`src/hdl/csd_pkg.sv`:
```
// Shared types and constants for the C-SCAN disk scheduler.
// No dependencies; every other source file but the assertion macros header imports this package.
package csd_pkg;

    localparam int MAX_REQUESTS = 32;
    localparam int CNT_W        = $clog2(MAX_REQUESTS + 1);
    localparam int IDX_W        = (MAX_REQUESTS > 1) ? $clog2(MAX_REQUESTS) : 1;
    localparam int CYL_W        = 16;
    localparam int DIST_W       = 22;

    localparam logic [CYL_W-1:0]  CYL_COUNT_RESET = CYL_W'(200);
    localparam logic [DIST_W-1:0] DIST_MAX        = {DIST_W{1'b1}};

    localparam logic MODE_LOAD  = 1'b0;
    localparam logic MODE_START = 1'b1;

    typedef struct packed {
        logic             mode;
        logic [CYL_W-1:0] cylinder;
    } t_item;

    typedef struct packed {
        logic [CYL_W-1:0]  from_cylinder;
        logic [CYL_W-1:0]  to_cylinder;
        logic [DIST_W-1:0] total_distance;
        logic              last_move;
        logic              requests_dropped;
    } t_result;

    // Commands from the controller to the datapath.
    typedef struct packed {
        logic load;        // insert the item's cylinder into the sorted store
        logic start;       // capture head, clear index and distance
        logic step;        // advance the index
        logic mark_split;  // the index now equals the count of lower requests
        logic emit_entry;  // move to the entry at the index
        logic emit_top;    // move to the top cylinder and rewind the index
        logic last;        // this move ends the schedule
        logic finish;      // clear request count and overflow flag
    } t_cmd;

    // Status from the datapath to the controller.
    typedef struct packed {
        logic idx_below_n;
        logic entry_below_head;
        logic last_low;
        logic split_zero;
    } t_status;

endpackage

```
`src/hdl/csd_ctrl.sv`:
```
// Sequencer for the C-SCAN scheduler: load, split search, upper sweep, lower sweep.
// Depends on csd_pkg for the command and status structs.
module csd_ctrl (
    input  logic               i_clk,
    input  logic               i_rst_n,
    input  logic               start,
    input  csd_pkg::t_item     i_item,
    input  csd_pkg::t_status   i_status,
    output csd_pkg::t_cmd      o_cmd,
    output logic               busy
);
    import csd_pkg::*;

    typedef enum logic [1:0] {
        S_IDLE,
        S_SCAN,
        S_UPPER,
        S_LOWER
    } t_state;

    t_state r_state, n_state;

    always_ff @(posedge i_clk) begin
        if (!i_rst_n) begin
            r_state <= S_IDLE;
        end else begin
            r_state <= n_state;
        end
    end

    always_comb begin
        n_state = r_state;
        o_cmd   = '0;
        unique case (r_state)
            S_IDLE: begin
                if (start) begin
                    if (i_item.mode == MODE_START) begin
                        o_cmd.start = 1'b1;
                        n_state     = S_SCAN;
                    end else begin
                        o_cmd.load = 1'b1;
                    end
                end
            end
            S_SCAN: begin
                // Walk the sorted store until the first request at or above the head.
                if (i_status.idx_below_n && i_status.entry_below_head) begin
                    o_cmd.step = 1'b1;
                end else begin
                    o_cmd.mark_split = 1'b1;
                    n_state          = S_UPPER;
                end
            end
            S_UPPER: begin
                if (i_status.idx_below_n) begin
                    o_cmd.emit_entry = 1'b1;
                    o_cmd.step       = 1'b1;
                end else begin
                    o_cmd.emit_top = 1'b1;
                    o_cmd.last     = i_status.split_zero;
                    if (i_status.split_zero) begin
                        o_cmd.finish = 1'b1;
                        n_state      = S_IDLE;
                    end else begin
                        n_state = S_LOWER;
                    end
                end
            end
            S_LOWER: begin
                o_cmd.emit_entry = 1'b1;
                o_cmd.step       = 1'b1;
                o_cmd.last       = i_status.last_low;
                if (i_status.last_low) begin
                    o_cmd.finish = 1'b1;
                    n_state      = S_IDLE;
                end
            end
            default: begin
                n_state = S_IDLE;
            end
        endcase
    end

    assign busy = (r_state != S_IDLE);

endmodule

```
`src/hdl/csd_datapath.sv`:
```
// Datapath of the C-SCAN scheduler: sorted request cells, counters, distance
// accumulator, result register and the cylinder count register. Uses csd_pkg.
module csd_datapath (
    input  logic                       i_clk,
    input  logic                       i_rst_n,
    input  csd_pkg::t_item             i_item,
    input  csd_pkg::t_cmd              i_cmd,
    input  logic                       i_cfg_we,
    input  logic [csd_pkg::CYL_W-1:0]  i_cfg_data,
    output csd_pkg::t_status           o_status,
    output csd_pkg::t_result           o_result,
    output logic                       o_result_strobe
);
    import csd_pkg::*;

    logic [CYL_W-1:0]  r_store [MAX_REQUESTS];
    logic [CNT_W-1:0]  r_count;
    logic              r_overflow;
    logic [CNT_W-1:0]  r_idx;
    logic [CNT_W-1:0]  r_split;
    logic [CYL_W-1:0]  r_head;
    logic [DIST_W-1:0] r_dist;
    logic [CYL_W-1:0]  r_cyl_count;
    t_result           r_result;
    logic              r_strobe;

    logic [MAX_REQUESTS-1:0] gt;
    logic              full;
    logic [CYL_W-1:0]  entry;
    logic [CYL_W-1:0]  top;
    logic [CYL_W-1:0]  to_cyl;
    logic [CYL_W-1:0]  diff;
    logic [DIST_W:0]   sum;
    logic [DIST_W-1:0] n_dist;
    logic              emit;

    assign full = (r_count == CNT_W'(MAX_REQUESTS));

    // The store is kept sorted: each cell holding a value above the new one
    // shifts up by one, and the first such cell (or the fill slot) takes it.
    genvar g;
    generate
        for (g = 0; g < MAX_REQUESTS; g++) begin : g_cell
            logic             prev_gt;
            logic [CYL_W-1:0] prev_val;

            assign gt[g] = (CNT_W'(g) < r_count) && (r_store[g] > i_item.cylinder);

            if (g == 0) begin : g_first
                assign prev_gt  = 1'b0;
                assign prev_val = i_item.cylinder;
            end else begin : g_rest
                assign prev_gt  = gt[g-1];
                assign prev_val = r_store[g-1];
            end

            always_ff @(posedge i_clk) begin
                if (i_cmd.load && !full && (gt[g] || (CNT_W'(g) == r_count))) begin
                    r_store[g] <= prev_gt ? prev_val : i_item.cylinder;
                end
            end
        end
    endgenerate

    assign entry = r_store[r_idx[IDX_W-1:0]];
    assign top   = r_cyl_count - CYL_W'(1);

    assign o_status.idx_below_n      = (r_idx < r_count);
    assign o_status.entry_below_head = (entry < r_head);
    assign o_status.last_low         = ((r_idx + CNT_W'(1)) == r_split);
    assign o_status.split_zero       = (r_split == '0);

    assign emit   = i_cmd.emit_entry || i_cmd.emit_top;
    assign to_cyl = i_cmd.emit_top ? top : entry;
    assign diff   = (to_cyl >= r_head) ? (to_cyl - r_head) : (r_head - to_cyl);
    assign sum    = {1'b0, r_dist} + (DIST_W+1)'(diff);
    assign n_dist = sum[DIST_W] ? DIST_MAX : sum[DIST_W-1:0];

    always_ff @(posedge i_clk) begin
        if (!i_rst_n) begin
            r_count     <= '0;
            r_overflow  <= 1'b0;
            r_idx       <= '0;
            r_split     <= '0;
            r_cyl_count <= CYL_COUNT_RESET;
            r_strobe    <= 1'b0;
        end else begin
            r_strobe <= emit;
            if (i_cfg_we) begin
                r_cyl_count <= i_cfg_data;
            end
            if (i_cmd.load) begin
                if (full) begin
                    r_overflow <= 1'b1;
                end else begin
                    r_count <= r_count + CNT_W'(1);
                end
            end
            if (i_cmd.start || i_cmd.emit_top) begin
                r_idx <= '0;
            end else if (i_cmd.step) begin
                r_idx <= r_idx + CNT_W'(1);
            end
            if (i_cmd.mark_split) begin
                r_split <= r_idx;
            end
            if (i_cmd.finish) begin
                r_count    <= '0;
                r_overflow <= 1'b0;
            end
        end
    end

    always_ff @(posedge i_clk) begin
        if (i_cmd.start) begin
            r_head <= i_item.cylinder;
            r_dist <= '0;
        end else if (emit) begin
            r_head <= to_cyl;
            r_dist <= n_dist;
        end
        if (emit) begin
            r_result.from_cylinder    <= r_head;
            r_result.to_cylinder      <= to_cyl;
            r_result.total_distance   <= n_dist;
            r_result.last_move        <= i_cmd.last;
            r_result.requests_dropped <= r_overflow;
        end
    end

    assign o_result        = r_result;
    assign o_result_strobe = r_strobe;

endmodule

```
`src/hdl/cscan_disk_scheduler_top.sv`:
```
// C-SCAN disk head scheduler, top level.
// Instantiates csd_ctrl and csd_datapath; types come from csd_pkg.
//
// Usage:
//   Command channel: an item transfers on a rising edge with start high and
//   busy low. A load item (mode 0) inserts its cylinder into a sorted store
//   of 32 requests and leaves busy low, so loads may stream one per cycle.
//   Loads beyond capacity are dropped and flagged on the next run.
//   A start item (mode 1) carries the head position and raises busy.
//   Results: each move is shown for exactly one cycle with o_result_strobe
//   high; the receiver cannot stall the block.
//   Order of a run with n stored requests of which s lie below the head:
//   the split search walks past the s lower entries, then one move leaves per
//   cycle (n-s upper moves, the move to the top cylinder, s lower moves), each
//   result registered and shown in the cycle after its move. busy drops in the
//   same cycle as the last result is shown. The search walks the sorted store
//   one entry a cycle, and the distance adder gives one move a cycle.
//   Configuration: cylinder_count is written on i_cfg_valid and o_cfg_ready,
//   which is high whenever busy is low.
//   Reset: cylinder_count returns to 200, the request count and overflow
//   flag clear, and no result is pending.
module cscan_disk_scheduler_top (
    input  logic                       i_clk,
    input  logic                       i_rst_n,
    input  logic                       start,
    input  csd_pkg::t_item             i_item,
    output logic                       busy,
    input  logic                       i_cfg_valid,
    input  logic [csd_pkg::CYL_W-1:0]  i_cfg_data,
    output logic                       o_cfg_ready,
    output csd_pkg::t_result           o_result,
    output logic                       o_result_strobe
);
    import csd_pkg::*;

    t_cmd    cmd;
    t_status status;
    logic    ctrl_busy;

    csd_ctrl u_ctrl (
        .i_clk    (i_clk),
        .i_rst_n  (i_rst_n),
        .start    (start),
        .i_item   (i_item),
        .i_status (status),
        .o_cmd    (cmd),
        .busy     (ctrl_busy)
    );

    csd_datapath u_datapath (
        .i_clk           (i_clk),
        .i_rst_n         (i_rst_n),
        .i_item          (i_item),
        .i_cmd           (cmd),
        .i_cfg_we        (i_cfg_valid && !ctrl_busy),
        .i_cfg_data      (i_cfg_data),
        .o_status        (status),
        .o_result        (o_result),
        .o_result_strobe (o_result_strobe)
    );

    assign busy        = ctrl_busy;
    assign o_cfg_ready = !ctrl_busy;

endmodule

```
`config.mk`:
```
export PLATFORM = sky130hd
export DESIGN_NAME = cscan_disk_scheduler_top
export DESIGN_NICKNAME = d
export VERILOG_FILES = /design/src/hdl/csd_pkg.sv /design/src/hdl/csd_ctrl.sv /design/src/hdl/csd_datapath.sv /design/src/hdl/cscan_disk_scheduler_top.sv
export SDC_FILE = /design/constraint.sdc
export NUM_CORES = 2
export LEC_CHECK = 0
export ABC_AREA = 1
export BUFFER_PORTS_ARGS = -buffer_cell sky130_fd_sc_hd__buf_2
export CORE_AREA = 2 2 250 375
export CTS_CLUSTER_DIAMETER = 150
export DETAILED_ROUTE_END_ITERATION = 8
export DIE_AREA = 0 0 252 377
export GPL_TIMING_DRIVEN = 0
export PLACE_DENSITY = 0.65
export SLEW_MARGIN = 10
export SYNTH_ARGS = -nofsm -noshare
export SYNTH_HDL_FRONTEND = slang
export SYNTH_SLANG_ARGS = --single-unit
export TNS_END_PERCENT = 5
```
`constraint.sdc`:
```
create_clock -name i_clk -period 9.18 [get_ports i_clk]
set_clock_uncertainty 0.15 [all_clocks]
set_input_delay 1.836 -clock i_clk [delete_from_list [all_inputs] [get_ports i_clk]]
set_output_delay 1.836 -clock i_clk [all_outputs]
set_load 0.1 [all_outputs]
```
==> impl_metrics.py <==
metrics = {
    "outcome": {
        "status": "finished, violations left",
        "violations": "capacitance limit, slew limit, setup timing",
    },
    "logic_synthesis": {
        "ys_warn_count": 0,
        "yosysMostFrequentCell": "nand2_1",
        "synth_ff_type": "edfxtp_1",
        "postSynthAreaPerCell_um2": 8.430,
        "syn_inst": 5387,
        "synth_top_cells_by_area": "edfxtp_1 39%, ha_1 16%, a21oi_1 8.2%",
        "synth_top_area_share_pct": 38.62,
        "synthDistinctLibCells": 54,
        "synth_common_cells": "826 x nand2_1, 745 x a21oi_1, 619 x o21ai_0",
        "async_reset_ff_share_pct": 0,
        "synthesis.area_um2": 45410,
        "synth_edf_count": 584,
        "synth_nets": 6012,
        "yosysTopAreaCell": "edfxtp_1",
        "yosysSeqAreaShare_pct": 41.48,
        "synth_seq_cells": 649,
    },
    "critical_path": {
        "cp-end-kind": "flip-flop",
        "critPathRequiredTime_ns": 9.41,
        "crit_slowest_cell": "clkbuf_1",
        "max_stage_delay_ns": 1.12,
        "cp.arrival_ns": 9.48,
        "critPathKind": "reg -> reg",
        "path_common_cell": "nand2_1",
        "worst_setup_path_start_kind": "flip-flop",
        "path_max_fanout": 10,
    },
    "sta": {
        "fin_crit_ns": 9.244,
        "maxSlewViolCount": 10,
        "setup_viol": 7,
        "max_freq_mhz": 108.2,
        "setup_tns_ns": -0.2296,
        "slew_headroom_pct": -0.2738,
        "period_share_pct": 100.7,
        "hold_ws_ns": 0.2906,
        "hold_violations": 0,
        "fin_ws_ns": -0.06434,
        "worst_pin_slew_ns": 1.504,
    },
    "min_path": {
        "hp-class": "reg -> reg",
    },
    "placed_design": {
        "globalplace.congestion": 1.083,
        "place_ws_ns": -0.3341,
        "dpl_cell_area_um2": 48280,
        "place_hpwl_um": 179700,
        "dpl.cell_count": 6695,
        "port_buffers": 95,
    },
    "clock_tree": {
        "tritoncts": "built",
        "cts_made_buffers": 71,
        "cts_root_buf": "clkbuf_16",
        "cts_buffer_depth": 3,
        "path_clk_slew_ns": 0.06,
        "cts_max_level": 3,
        "clock-sinks": 649,
        "clk_latency_ns": 0.71,
        "holdBufCountCts": 0,
    },
    "pwr": {
        "total_power_mw": 9.499,
        "power_density_nw_per_um2": 187.2,
        "p_leak_nw": 21.76,
        "ir_drop_v": 0.0001679,
    },
    "floorplanning": {
        "io_pins": 96,
        "rows": 136,
        "core_area_um2": 91550,
        "die_area_um2": 95000,
        "dieWidth_um": 252,
        "start_util_pct": 49.61,
        "die_y_um": 377,
    },
    "grt": {
        "antenna_found_initial": 32,
        "grt_pass1_vias": 43820,
        "grt_pass1_wl_um": 326700,
        "globalRouteOverflowTotal": 0,
        "track_usage_pct": 49.92,
        "grt_max_degree": 57,
    },
    "final_layout": {
        "area_growth_pct": 11.76,
        "fin_area_um2": 50750,
        "final_util_pct": 55.44,
        "final_nets": 6220,
        "drive_gt1_share_pct": 7.826,
        "stdcell_count": 6854,
    },
    "route": {
        "antenna_left": 0,
        "routed_wl_um": 239800,
        "dr.pass1.iters": 8,
        "wire_per_inst_um": 34.99,
        "vias": 46220,
        "drt_iter0_drc": 6253,
        "drc": 0,
        "drt-vias-per-instance": 6.743,
    },
    "job": {
        "cap_violations": 1,
    },
}
## where the power goes
group	leakage, nW	total [mW]	internal (mW)	switching, mW
Clock	1.13	3.02	1.65	1.37
Combinational	14.8	3.01	0.781	2.23
Sequential	5.79	3.47	3.39	0.0806
## final cells by class
class	count	area (um^2)
Antenna cell	33	82.58
Buffer	275	1279
Clock buffer	89	1981
Clock inverter	37	326.6
Fill cell	8623	40790
Inverter	471	1772
Multi-Input combinational cell	3989	23820
Sequential cell	649	18840
Tap cell	1173	1468
Timing Repair Buffer	138	1182
## sequential cells by signal (all words and copies together) (netlist names), named ones only
| register | flops |
|---|---|
| u_ctrl.r_state | 2 |
| u_datapath.o_result | 56 |
| u_datapath.o_result_strobe | 1 |
| u_datapath.r_head | 16 |
| u_datapath.r_overflow | 1 |
| u_datapath.r_idx | 6 |
| u_datapath.r_split | 6 |
| u_datapath.r_dist | 22 |
| u_datapath.r_cyl_count | 16 |
| u_datapath.r_store | 512 |
| u_datapath.r_count | 6 |
## repair_timing
action / 4_1_cts / 5_1_grt
buffers inserted: 3 / 0
pin swaps: 0 / 2
endpoints found under the setup margin: 42 / 44
resized for setup: 8 / 70
## metal layers
layer	vias to the layer above	track usage (%)	share of wire, %
met5	-	0	0.065
met1	21640	49.36	31
li1	19590	-	-
met3	1377	17.50	12
met2	3591	77.55	44
met4	18	55.15	13
## layout by cell type, fill, tap and decap left out, types with 8 or more instances in the layout
master | Yosys | layout
o21bai_1 | 9 | 9
xnor2_1 | 18 | 18
nand4_1 | 52 | 52
a31oi_1 | 15 | 15
o211ai_1 | 96 | 96
nor4_1 | 13 | 13
buf_4 | 6 | 13
nand3_1 | 247 | 247
nor3b_1 | 13 | 13
inv_1 | 468 | 467
clkbuf_16 | 0 | 76
a21oi_1 | 745 | 721
clkbuf_1 | 212 | 143
or2_2 | 9 | 9
clkbuf_2 | 0 | 53
buf_6 | 0 | 12
nor2_1 | 523 | 523
nand2_1 | 826 | 826
o21ai_1 | 16 | 18
dfxtp_1 | 65 | 63
clkbuf_4 | 0 | 20
o2111ai_1 | 29 | 29
buf_12 | 0 | 14
o221ai_1 | 8 | 8
clkinv_1 | 1 | 12
buf_2 | 48 | 149
edfxtp_1 | 584 | 584
nor3_1 | 46 | 46
ha_1 | 585 | 585
a21oi_2 | 1 | 25
a211oi_1 | 16 | 15
o21a_1 | 9 | 9
diode_2 | 0 | 33
clkinv_2 | 0 | 9
o21ai_0 | 619 | 616
xor2_1 | 21 | 21
## worst max-delay path: cells and delay by family, from the launching register on
kind	cells	cell delay [ns]
XOR/XNOR	1	0.21
adder cells (fa/ha/maj)	2	0.69
AO/OA/AOI/OAI	11	2.35
AND/OR/NAND/NOR	13	2.24
buffers and inverters	9	2.83
flip-flops	1	0.42
## final timing paths
path | end | slack (ns) | cells past startpoint | start
min | u_datapath.o_result[0] | 0.29 | 0 | u_datapath.r_overflow
max | u_datapath.o_result[21] | -0.06 | 36 | flip-flop
max reg2reg | u_datapath.o_result[21] | -0.06 | 36 | flip-flop
min reg2reg | u_datapath.o_result[0] | 0.29 | 0 | u_datapath.r_overflow
## cell families after synthesis
kind of cell | after synthesis | share of synthesized area [%]
buffers and inverters | 749 | 6.373
adders and majority gates | 588 | 16.25
AOI/OAI and AO/OA | 1611 | 19.13
muxes | 4 | 0.08817
and+or+nand+nor | 1747 | 15.92
xor gates and xnor gates | 39 | 0.7522
DFF | 649 | 41.48
(Power assumes the default switching activity.)
